File: config.mk
export PLATFORM = sky130hd
export DESIGN_NAME = contact_table_upsert_evict_unit
export DESIGN_NICKNAME = d
export VERILOG_FILES = /design/src/rtl/core/ctue_pkg.sv /design/src/rtl/core/ctue_table_ram.sv /design/src/rtl/core/contact_table_upsert_evict_unit.sv
export SDC_FILE = /design/constraint.sdc
export NUM_CORES = 1
export LEC_CHECK = 0
export BUFFER_PORTS_ARGS = -buffer_cell sky130_fd_sc_hd__buf_2
export CAP_MARGIN = 20
export CORE_ASPECT_RATIO = 1.25
export CORE_UTILIZATION = 55
export DETAILED_ROUTE_END_ITERATION = 8
export PLACE_DENSITY = 0.75
export SETUP_SLACK_MARGIN = 0.15
export SLEW_MARGIN = 20
export SYNTH_ARGS = -nofsm -noshare
export SYNTH_HDL_FRONTEND = slang
export SYNTH_SLANG_ARGS = --single-unit
File: constraint.sdc
create_clock -name clk -period 5.4 [get_ports clk]
set_input_delay 0 -clock clk [delete_from_list [all_inputs] [get_ports clk]]
set_output_delay 0 -clock clk [all_outputs]
set_load 0.01 [all_outputs]
File: src/rtl/core/ctue_pkg.sv
// Shared types and constants for the contact table upsert and evict unit.
`default_nettype none
package ctue_pkg;

	// Number of entries in the contact table.
	localparam int TABLE_DEPTH = 32;
	localparam int IDX_W       = (TABLE_DEPTH > 1) ? $clog2(TABLE_DEPTH) : 1;
	localparam int CNT_W       = $clog2(TABLE_DEPTH + 1);
	localparam int ADDR_W      = 16;
	localparam int SLOT_W      = 5;

	typedef enum logic [1:0] {
		REQ_QUERY    = 2'd0,
		REQ_BLOCKED  = 2'd1,
		REQ_FAVORITE = 2'd2,
		REQ_ENSURE   = 2'd3
	} req_t;

	typedef struct packed {
		logic [ADDR_W-1:0] addr;
		logic              blocked;
		logic              favorite;
	} entry_t;

endpackage
`default_nettype wire

File: src/rtl/core/ctue_table_ram.sv
// Single-port-read, single-port-write entry memory with registered read data.
`default_nettype none
module ctue_table_ram (
	input  wire logic                  clk,
	input  wire logic                  rd_en,
	input  wire logic [ctue_pkg::IDX_W-1:0] rd_idx,
	output      ctue_pkg::entry_t       rd_data,
	input  wire logic                  wr_en,
	input  wire logic [ctue_pkg::IDX_W-1:0] wr_idx,
	input  wire ctue_pkg::entry_t       wr_data
);
	import ctue_pkg::*;

	entry_t mem [TABLE_DEPTH];

	always_ff @(posedge clk) begin
		if (wr_en) begin
			mem[wr_idx] <= wr_data;
		end
	end

	always_ff @(posedge clk) begin
		if (rd_en) begin
			rd_data <= mem[rd_idx];
		end
	end

endmodule
`default_nettype wire

File: src/rtl/core/contact_table_upsert_evict_unit.sv
// Top level of the contact table: scan sequencer, result registers and entry memory.
// Each request scans the filled entries linearly through the single memory read port,
// so its run time grows with the fill count; with an empty table the scan is skipped
// and the sequencer goes straight from idle to the finish state.
// Requests are handled one at a time; a new start is taken in the cycle done is high.
// Reset clears the fill count and the sequencer; the memory itself is not cleared.
`default_nettype none
module contact_table_upsert_evict_unit (
	input  wire logic        clk,
	input  wire logic        arst_n,
	input  wire logic        start,
	output      logic        busy,
	input  wire logic [1:0]  req_type,
	input  wire logic [15:0] addr,
	input  wire logic        flag_value,
	output      logic        done,
	output      logic        hit,
	output      logic        blocked_mark,
	output      logic        favorite_mark,
	output      logic [4:0]  slot,
	output      logic        inserted,
	output      logic        evicted,
	output      logic [15:0] evicted_addr
);
	import ctue_pkg::*;

	typedef enum logic [1:0] {ST_IDLE, ST_SCAN, ST_FINISH} state_t;

	state_t             state_q;
	logic [CNT_W-1:0]   fill_q;
	logic [IDX_W-1:0]   rd_q;
	logic               issue_q;
	logic               vld_s1;
	logic [IDX_W-1:0]   idx_s1;

	// Request as captured by the accepting transfer.
	req_t               req_q;
	logic [ADDR_W-1:0]  addr_q;
	logic               flag_q;

	// Scan results: first matching entry and eviction victim.
	logic               hit_q;
	logic [IDX_W-1:0]   hidx_q;
	entry_t             hent_q;
	logic               vfound_q;
	logic [IDX_W-1:0]   vidx_q;
	entry_t             vent_q;

	entry_t             rd_data;
	logic               rd_en;
	logic               wr_en;
	logic [IDX_W-1:0]   wr_idx;
	entry_t             wr_data;
	logic               accept;
	logic               last_issue;
	logic               last_data;
	logic               full;

	assign busy       = (state_q != ST_IDLE);
	assign accept     = start && !busy;
	assign rd_en      = (state_q == ST_SCAN) && issue_q;
	assign full       = (fill_q == CNT_W'(TABLE_DEPTH));
	assign last_issue = (CNT_W'(rd_q) == fill_q - CNT_W'(1));
	assign last_data  = vld_s1 && (CNT_W'(idx_s1) == fill_q - CNT_W'(1));

	ctue_table_ram u_ram (
		.clk     (clk),
		.rd_en   (rd_en),
		.rd_idx  (rd_q),
		.rd_data (rd_data),
		.wr_en   (wr_en),
		.wr_idx  (wr_idx),
		.wr_data (wr_data)
	);

	// Resolve the request once the scan is complete. A query writes nothing; for
	// the others, a hit updates the matching entry in place and a miss appends while
	// room remains, else replaces the victim. New entries start with both marks clear.
	logic              res_hit;
	logic              res_ins;
	logic              res_evc;
	logic [ADDR_W-1:0] res_old;
	entry_t            res_ent;
	logic [IDX_W-1:0]  res_idx;

	always_comb begin
		res_hit = hit_q;
		res_ins = 1'b0;
		res_evc = 1'b0;
		res_old = '0;
		res_idx = hidx_q;
		res_ent = hent_q;
		wr_en   = 1'b0;
		if (req_q == REQ_QUERY) begin
			if (!hit_q) begin
				res_idx = '0;
				res_ent = '0;
			end
		end else begin
			wr_en = (state_q == ST_FINISH);
			if (!hit_q) begin
				res_ent = '{addr: addr_q, blocked: 1'b0, favorite: 1'b0};
				if (!full) begin
					res_idx = fill_q[IDX_W-1:0];
					res_ins = 1'b1;
				end else begin
					res_idx = vidx_q;
					res_evc = 1'b1;
					res_old = vent_q.addr;
				end
			end
			case (req_q)
				REQ_BLOCKED:  res_ent.blocked  = flag_q;
				REQ_FAVORITE: res_ent.favorite = flag_q;
				default:      ;
			endcase
		end
		wr_idx  = res_idx;
		wr_data = res_ent;
	end

	always_ff @(posedge clk or negedge arst_n) begin
		if (!arst_n) begin
			state_q  <= ST_IDLE;
			fill_q   <= '0;
			issue_q  <= 1'b0;
			vld_s1   <= 1'b0;
			done     <= 1'b0;
			hit_q    <= 1'b0;
			vfound_q <= 1'b0;
			rd_q     <= '0;
		end else begin
			done   <= 1'b0;
			vld_s1 <= 1'b0;
			case (state_q)
				ST_IDLE: begin
					if (accept) begin
						req_q    <= req_t'(req_type);
						addr_q   <= addr;
						flag_q   <= flag_value;
						hit_q    <= 1'b0;
						vfound_q <= 1'b0;
						hidx_q   <= '0;
						vidx_q   <= '0;
						rd_q     <= '0;
						if (fill_q == '0) begin
							state_q <= ST_FINISH;
						end else begin
							state_q <= ST_SCAN;
							issue_q <= 1'b1;
						end
					end
				end
				ST_SCAN: begin
					// Read issue side: one entry per cycle up to the fill count.
					if (issue_q) begin
						vld_s1 <= 1'b1;
						idx_s1 <= rd_q;
						if (last_issue) begin
							issue_q <= 1'b0;
						end else begin
							rd_q <= rd_q + IDX_W'(1);
						end
					end
					// Compare side: the memory registers the data for idx_s1 together with vld_s1 and idx_s1.
					if (vld_s1) begin
						if (!hit_q && (rd_data.addr == addr_q)) begin
							hit_q  <= 1'b1;
							hidx_q <= idx_s1;
							hent_q <= rd_data;
						end
						// Entry 0 is the fallback victim when every entry is a favorite.
						if (!vfound_q && ((idx_s1 == '0) || !rd_data.favorite)) begin
							vidx_q <= idx_s1;
							vent_q <= rd_data;
						end
						if (!rd_data.favorite) begin
							vfound_q <= 1'b1;
						end
						if (last_data) begin
							state_q <= ST_FINISH;
						end
					end
				end
				ST_FINISH: begin
					done          <= 1'b1;
					hit           <= res_hit;
					blocked_mark  <= res_ent.blocked;
					favorite_mark <= res_ent.favorite;
					slot          <= SLOT_W'(res_idx);
					inserted      <= res_ins;
					evicted       <= res_evc;
					evicted_addr  <= res_old;
					if (res_ins) begin
						fill_q <= fill_q + CNT_W'(1);
					end
					state_q <= ST_IDLE;
				end
				default: begin
					state_q <= ST_IDLE;
				end
			endcase
		end
	end

endmodule
`default_nettype wire

==> impl_metrics.tcl, run 1 <==
set metrics [dict create \
    outcome "complete, no violations" \
    finClkSkew_ns 0.02401 \
    io_pins 50 \
    critPathKind "flop to flop" \
    fin_crit_ns 3.913 \
    drcViolationCount 0 \
    slowest_stage "nor2_2" \
    mostFrequentLayoutCells "edfxtp_1 (688), mux4_2 (172), clkbuf_16 (62)" \
    start_kind "flop" \
    cts.reportedPaths.clkPinSlew_ns 0.07 \
    slew_headroom_pct 24.79 \
    wl_per_cell_microns 28.49 \
    antennaDiodeCount 0 \
    num_rows 90 \
    cts_tree "done" \
    postLayoutCoreUtil_pct 62.97 \
    r2r_start "fill_q[0]" \
    ys_ff_latch 706 \
    pre_cts_slack_ns 1.552 \
    async_flop_share_pct 2.550 \
    synth_top_area_cell "edfxtp_1" \
    power_mw 10.31 \
    hold_viol 0 \
    fillers 3151 \
    cts.sinks 706 \
    ff2ff_path_depth 8 \
    finalNetCount 1350 \
    cp_num_buf_inv 1 \
    layout.cells.non_filler 2018 \
    place_inst 1881 \
    antenna_found_initial 1 \
    synth_edf_count 688 \
    netlist_top_cells_area "edfxtp_1 (76%), mux4_2 (14%), dfrtp_1 (1.7%), mux4_1 (0.77%), mux2_2 (0.74%)" \
    synth_cells 1222 \
    routed_wl_microns 57490 \
    yosys_warnings 0 \
    drive_above_1_share_pct 29.04 \
    tightest_slew_ns 1.128 \
    clockRootBuffer "clkbuf_16" \
    reg2reg_slack_ns 1.49 \
    numCtsBuffers 61 \
    grt_pass1_wl_microns 84830 \
    synth_top_area_share_pct 75.75 \
    grt_usage_pct 23.33 \
    whs_path_depth 2 \
    synth_fp_nets 1248 \
    clockBufferDepth 3 \
    synth.distinct_cells 50 \
    port_buffers 49 \
    period_share_pct 72.46 \
    vias_per_cell 6.303 \
    hold_path.class "input pin to flop" \
    slew_violations 0 \
    path_cells "inv_1 -> ha_1 -> nor4b_2 -> and3_1 -> a221o_1 -> nor2b_1 -> nand2_1 -> nor2_2" \
    layout_commonest_cell "edfxtp_1" \
    fmax_mhz 255.6 \
    rsz0062_at_grt "false" \
    slowest_delay_ns 0.87 \
    timing.setup.tns_ns 0 \
    p_leak_nw 9.877 \
    die_area_sq_mm 0.05049 \
    die_h_microns 251.0 \
    cp-end-kind "flop" \
    crit_fanout 20 \
    syn_area_sq_mm 0.02727 \
    dp_hpwl_microns 34940 \
    dr.pass1.iters 5 \
    synth_top_flop_cell "edfxtp_1" \
    die_x_microns 201.2 \
    cp.arrival_ns 4.14 \
    area_growth_pct 12.32 \
    max_cap_violations 0 \
    htree_levels 2 \
    coreArea_sq_mm 0.04865 \
    setup_viol 0 \
    grt_overflow_total 0 \
    drtAntennaViolNets 0 \
    gp_congestion 0.8510 \
    seq_area_frac_synth_pct 77.40 \
    insertion_delay_ns 0.63 \
    fin_ws_ns 1.487 \
    critical-path-top-delay-family "simple AND/OR/NAND/NOR gates" \
    r2r_end "u_ram.mem[4][5]" \
    worst_hold_path.endpoint "addr_q[4]" \
    dr_total_vias 12720 \
    dr.first_iter.drc_count 1382 \
    grt_pass1_vias 12740 \
    pwr_density_cell_mw_per_mm2 336.7 \
    start_util_pct 56.06 \
    worstPathRequired_ns 5.62 \
    min_from "addr[4]" \
    syn_area_per_cell_sq_um 22.32 \
    post_cts_buffers 0 \
    worst_ir_drop_vdd_v 0.0002549 \
    grt_max_degree 74 \
]
==> report_power, final <==
| group | leakage, nW | internal (mW) | switching (mW) |
|---|---|---|---|
| Sequential | 6.52 | 5.92 | 0.00120 |
| Combinational | 2.39 | 0.0174 | 0.0119 |
| Clock | 0.968 | 2.48 | 1.88 |
| Total | 9.88 | 8.42 | 1.89 |
==> per-stage QoR <==
step / cell area [sq um] / hold slack, ns
floorplan: 27270 / -0.2956
global placement: 28370 / -0.02522
detailed placement: 28370 / -0.02293
CTS: 30590 / 0.05219
global route: 30630 / 0.06341
finish: 30630 / 0.08325
==> repair_timing <==
action,CTS,global route
hold endpoints to repair,47,0
resized for setup,0,0
hold buffers,22,0
==> per-layer routing <==
layer  share of wire (%)  GRT usage, %  vias up  wire, microns
met5                   0             0        -              0
met2                  48         36.39      687          27450
met4                 3.6         8.874        0           2062
met1                  40         33.92     6663          23130
li1                    -             -     5290              -
met3                 8.4         3.513       80           4846
==> layout make-up <==
| class | instances | area [sq um] | share of cell area (%) |
|---|---|---|---|
| Clock buffer | 74 | 1597 | 5.212 |
| Timing Repair Buffer | 97 | 709.4 | 2.316 |
| Sequential cell | 706 | 21120 | 68.95 |
| Multi-Input combinational cell | 453 | 5973 | 19.50 |
| Clock inverter | 39 | 406.6 | 1.327 |
| Tap cell | 644 | 805.8 | 2.630 |
| Inverter | 5 | 18.77 | 0.06127 |
==> how the worst max path moves through the flow <==
stage / start / endpoint / slack [ns] / depth (start not counted)
finish: fill_q[0] / u_ram.mem[4][5] / 1.49 / 8
global route: fill_q[0] / u_ram.mem[4][5] / 1.22 / 8
CTS: fill_q[0] / u_ram.mem[4][5] / 1.51 / 8
detailed placement: fill_q[0] / u_ram.mem[20][17] / 1.55 / 8
global placement: fill_q[0] / u_ram.mem[4][17] / 1.74 / 8
floorplan: fill_q[0] / u_ram.mem[10][0] / 2.33 / 9
==> synth_stat cells (all sizes together) (3+ instances only) <==
cell,n
clkbuf,26
dfrtp,18
inv,5
a21oi,12
mux2,18
nor4,3
nor2,45
xor2,20
nand2b,3
a22o,17
edfxtp,688
mux4,180
xnor2,12
nor3,5
buf,32
mux2i,3
and2,28
o31ai,3
o21a,3
or2,3
and3,7
nand2,34
nor3b,4
ha,4
nand3,4
o21ai,16
a41oi,3
nor2b,7
==> worst reg2reg max path, stage by stage, from the launching register on <==
cell and delay [ns]:
dfrtp_1 0.47, inv_1 0.19, ha_1 0.19, nor4b_2 0.38, and3_1 0.60, a221o_1 0.32, nor2b_1 0.22, nand2_1 0.26
nor2_2 0.87
==> kinds of logic (layout without fill, tap and decap cells) <==
group	after synthesis	after routing	share of synthesized area, %
flip-flops	706	706	77.40
XOR/XNOR	32	32	1.028
adder cells (fa/ha/maj)	4	4	0.1835
multiplexers	201	201	15.83
AO/OA/AOI/OAI	60	60	1.528
AND/OR/NAND/NOR	156	156	2.941
buffers and inverters	63	215	1.092
==> registers in the layout, indices dropped and copies added, names as in the netlist, 2 cells and up <==
signal,flops
vidx_q,5
hidx_q,5
slot,5
fill_q,6
vent_q,16
req_q,2
rd_q,5
idx_s1,5
hent_q,18
addr_q,16
u_ram.mem,576
evicted_addr,16
u_ram.rd_data,18
state_q,2
(Power assumes the default switching activity.)
==> run 2, diff against run 1 <==
Clock period 5.4 ns to 3.8 ns, I/O delays scaled along.
==> run 2 against run 1 <==
Via count is 2.7% higher. Critical endpoint is now u_ram.mem[11][8]. Routed wire length grew 5.5%. Die area is the same. Non-clock buffer count is 42 higher. Clock power is 37% higher. Largest power group unchanged. First-iteration DRC count up 26%. Sequential power rose by 42%. Power is 40% higher. Flip-flop and latch count stayed put. Clock-buffer cell count fell by 3. Cell area grew 0.73%. Worst setup slack got worse by 0.81 ns.
==> impl_metrics.tcl, run 2 (same netlist as run 1, synthesis figures left out) <==
set metrics [dict create \
    placed_area_sq_mm 0.02873 \
    die_area_sq_mm 0.05049 \
    antennaDiodeCount 0 \
    die_x_microns 201.2 \
    hold_viol 0 \
    tightest_slew_ns 0.9715 \
    gp_congestion 0.8260 \
    crit_start "fill_q[0]" \
    max_cap_violations 0 \
    path_depth 10 \
    worstPathRequired_ns 4.09 \
    ff2ff_path_depth 10 \
    antenna_found_initial 2 \
    busiest_layer "met2" \
    port_buffers 49 \
    dr.pass1.iters 5 \
    cp.arrival_ns 3.41 \
    grtUsageMet3_pct 3.941 \
    htree_levels 2 \
    whs_path_depth 2 \
    dp_hpwl_microns 36320 \
    grt_pass1_vias 13360 \
    cp_num_buf_inv 3 \
    r2r_start "fill_q[0]" \
    p_leak_nw 10.07 \
    dr_total_vias 13070 \
    outcome "complete, no violations" \
    rsz0062_at_grt "false" \
    power_mw 14.43 \
    crit_fanout 14 \
    cts_tree "done" \
    slew_headroom_pct 35.23 \
    cp_common_cell "inv_1" \
    grt_pass1_wl_microns 89830 \
    postLayoutCellArea_sq_mm 0.03086 \
    die_h_microns 251.0 \
    period_share_pct 82.17 \
    vias_per_cell 6.343 \
    area_growth_pct 13.14 \
    numCtsBuffers 61 \
    timing.setup.tns_ns 0 \
    wl_per_cell_microns 29.43 \
    setup_viol 0 \
    drtAntennaViolNets 0 \
    clockBufferDepth 3 \
    grt_usage_pct 24.68 \
    cp-end-kind "flop" \
    hold_path.class "input pin to flop" \
    slowest_stage "dfrtp_1" \
    finClkSkew_ns 0.01891 \
    drive_above_1_share_pct 31.21 \
    cts.sinks 706 \
    io_pins 50 \
    grt_overflow_total 0 \
    pwr_density_cell_mw_per_mm2 467.8 \
    start_kind "flop" \
    fin_ws_ns 0.6774 \
    grtUsageMet2_pct 40.22 \
    dr.first_iter.drc_count 1735 \
    routed_wl_microns 60640 \
    grt_max_degree 54 \
    fin_crit_ns 3.123 \
    fmax_mhz 320.2 \
    clockRootBuffer "clkbuf_16" \
    insertion_delay_ns 0.61 \
    critical-path-top-delay-family "simple AND/OR/NAND/NOR gates" \
    postLayoutCoreUtil_pct 63.43 \
    layout_commonest_cell "edfxtp_1" \
    reg_top3 "u_ram.mem: 576 flops, hent_q: 18 flops, u_ram.rd_data: 18 flops" \
    start_util_pct 56.06 \
    finalNetCount 1392 \
    worst_ir_drop_vdd_v 0.0003379 \
    slowest_delay_ns 0.47 \
    largest_register "u_ram.mem" \
    grt_use_met1_pct 33.43 \
    min_from "req_type[1]" \
    num_rows 90 \
    mostFrequentLayoutCells "edfxtp_1 (688), mux4_2 (172), buf_4 (62)" \
    cts.reportedPaths.clkPinSlew_ns 0.07 \
    path_cells "inv_1 -> ha_1 -> nor4b_2 -> and2_1 -> a21oi_1 -> o21a_1 -> inv_1 -> nand2_1 -> nor2_2 -> buf_4" \
    post_cts_buffers 0 \
    slew_violations 0 \
    drcViolationCount 0 \
    pre_cts_slack_ns 0.7416 \
    critPathKind "flop to flop" \
    coreArea_sq_mm 0.04865 \
    largest_reg_flops 576 \
]
[run 2: cell count changes in the layout (fill, tap and decap cells not counted), moves of 3 or more]
cell / delta
buf_12: +4
bufinv_16: -3
clkinv_2: +5
inv_6: +3
buf_4: +40
[run 2: routing by layer]
metal  vias up  routed length, microns
li1       5375                       -
met1      6881                   22950
met2       712                   30340
met3        99                    4765
met4         0                    2586
met5         -                       0
[run 2: path summary, 6_finish.rpt]
check | to | slack [ns]
max | u_ram.mem[11][8] | 0.68
min | req_q[1] | 0.12
max reg2reg | u_ram.mem[11][8] | 0.68
min reg2reg | hent_q[1] | 0.42
max in group asynchronous | rd_q[1] | 2.44
min in group asynchronous | done | 0.71
[run 2: cell type report]
cell class | instances | area [sq um]
clock buffer | 71 | 1564
clock inverter | 42 | 337.8
fill | 3092 | 17790
inverter | 5 | 18.77
multi-input combinational | 453 | 5957
sequential | 706 | 21120
tap | 644 | 805.8
timing repair buffer | 139 | 1051
[run 2: per-stage QoR]
| stage | hold WS [ns] | std cells |
|---|---|---|
| 2_1_floorplan | -0.2956 | 1222 |
| 3_3_place_gp | -0.02377 | 1925 |
| 3_5_place_dp | -0.01524 | 1925 |
| 4_1_cts | 0.08550 | 2060 |
| 5_1_grt | 0.1136 | 2060 |
| 6_report | 0.1185 | 2060 |
[run 2: power breakdown]
part / switching (mW) / leakage (nW) / internal [mW]
Clock: 2.70 / 0.931 / 3.28
Combinational: 0.0165 / 2.62 / 0.0247
Sequential: 0.00157 / 6.52 / 8.41
Total: 2.72 / 10.1 / 11.7
[run 2: what timing repair did]
item                                    in CTS  in global routing
resized for setup                            0                  0
endpoints found under the setup margin       0                  0
hold buffers                                22                  0
hold endpoints to repair                    45                  0
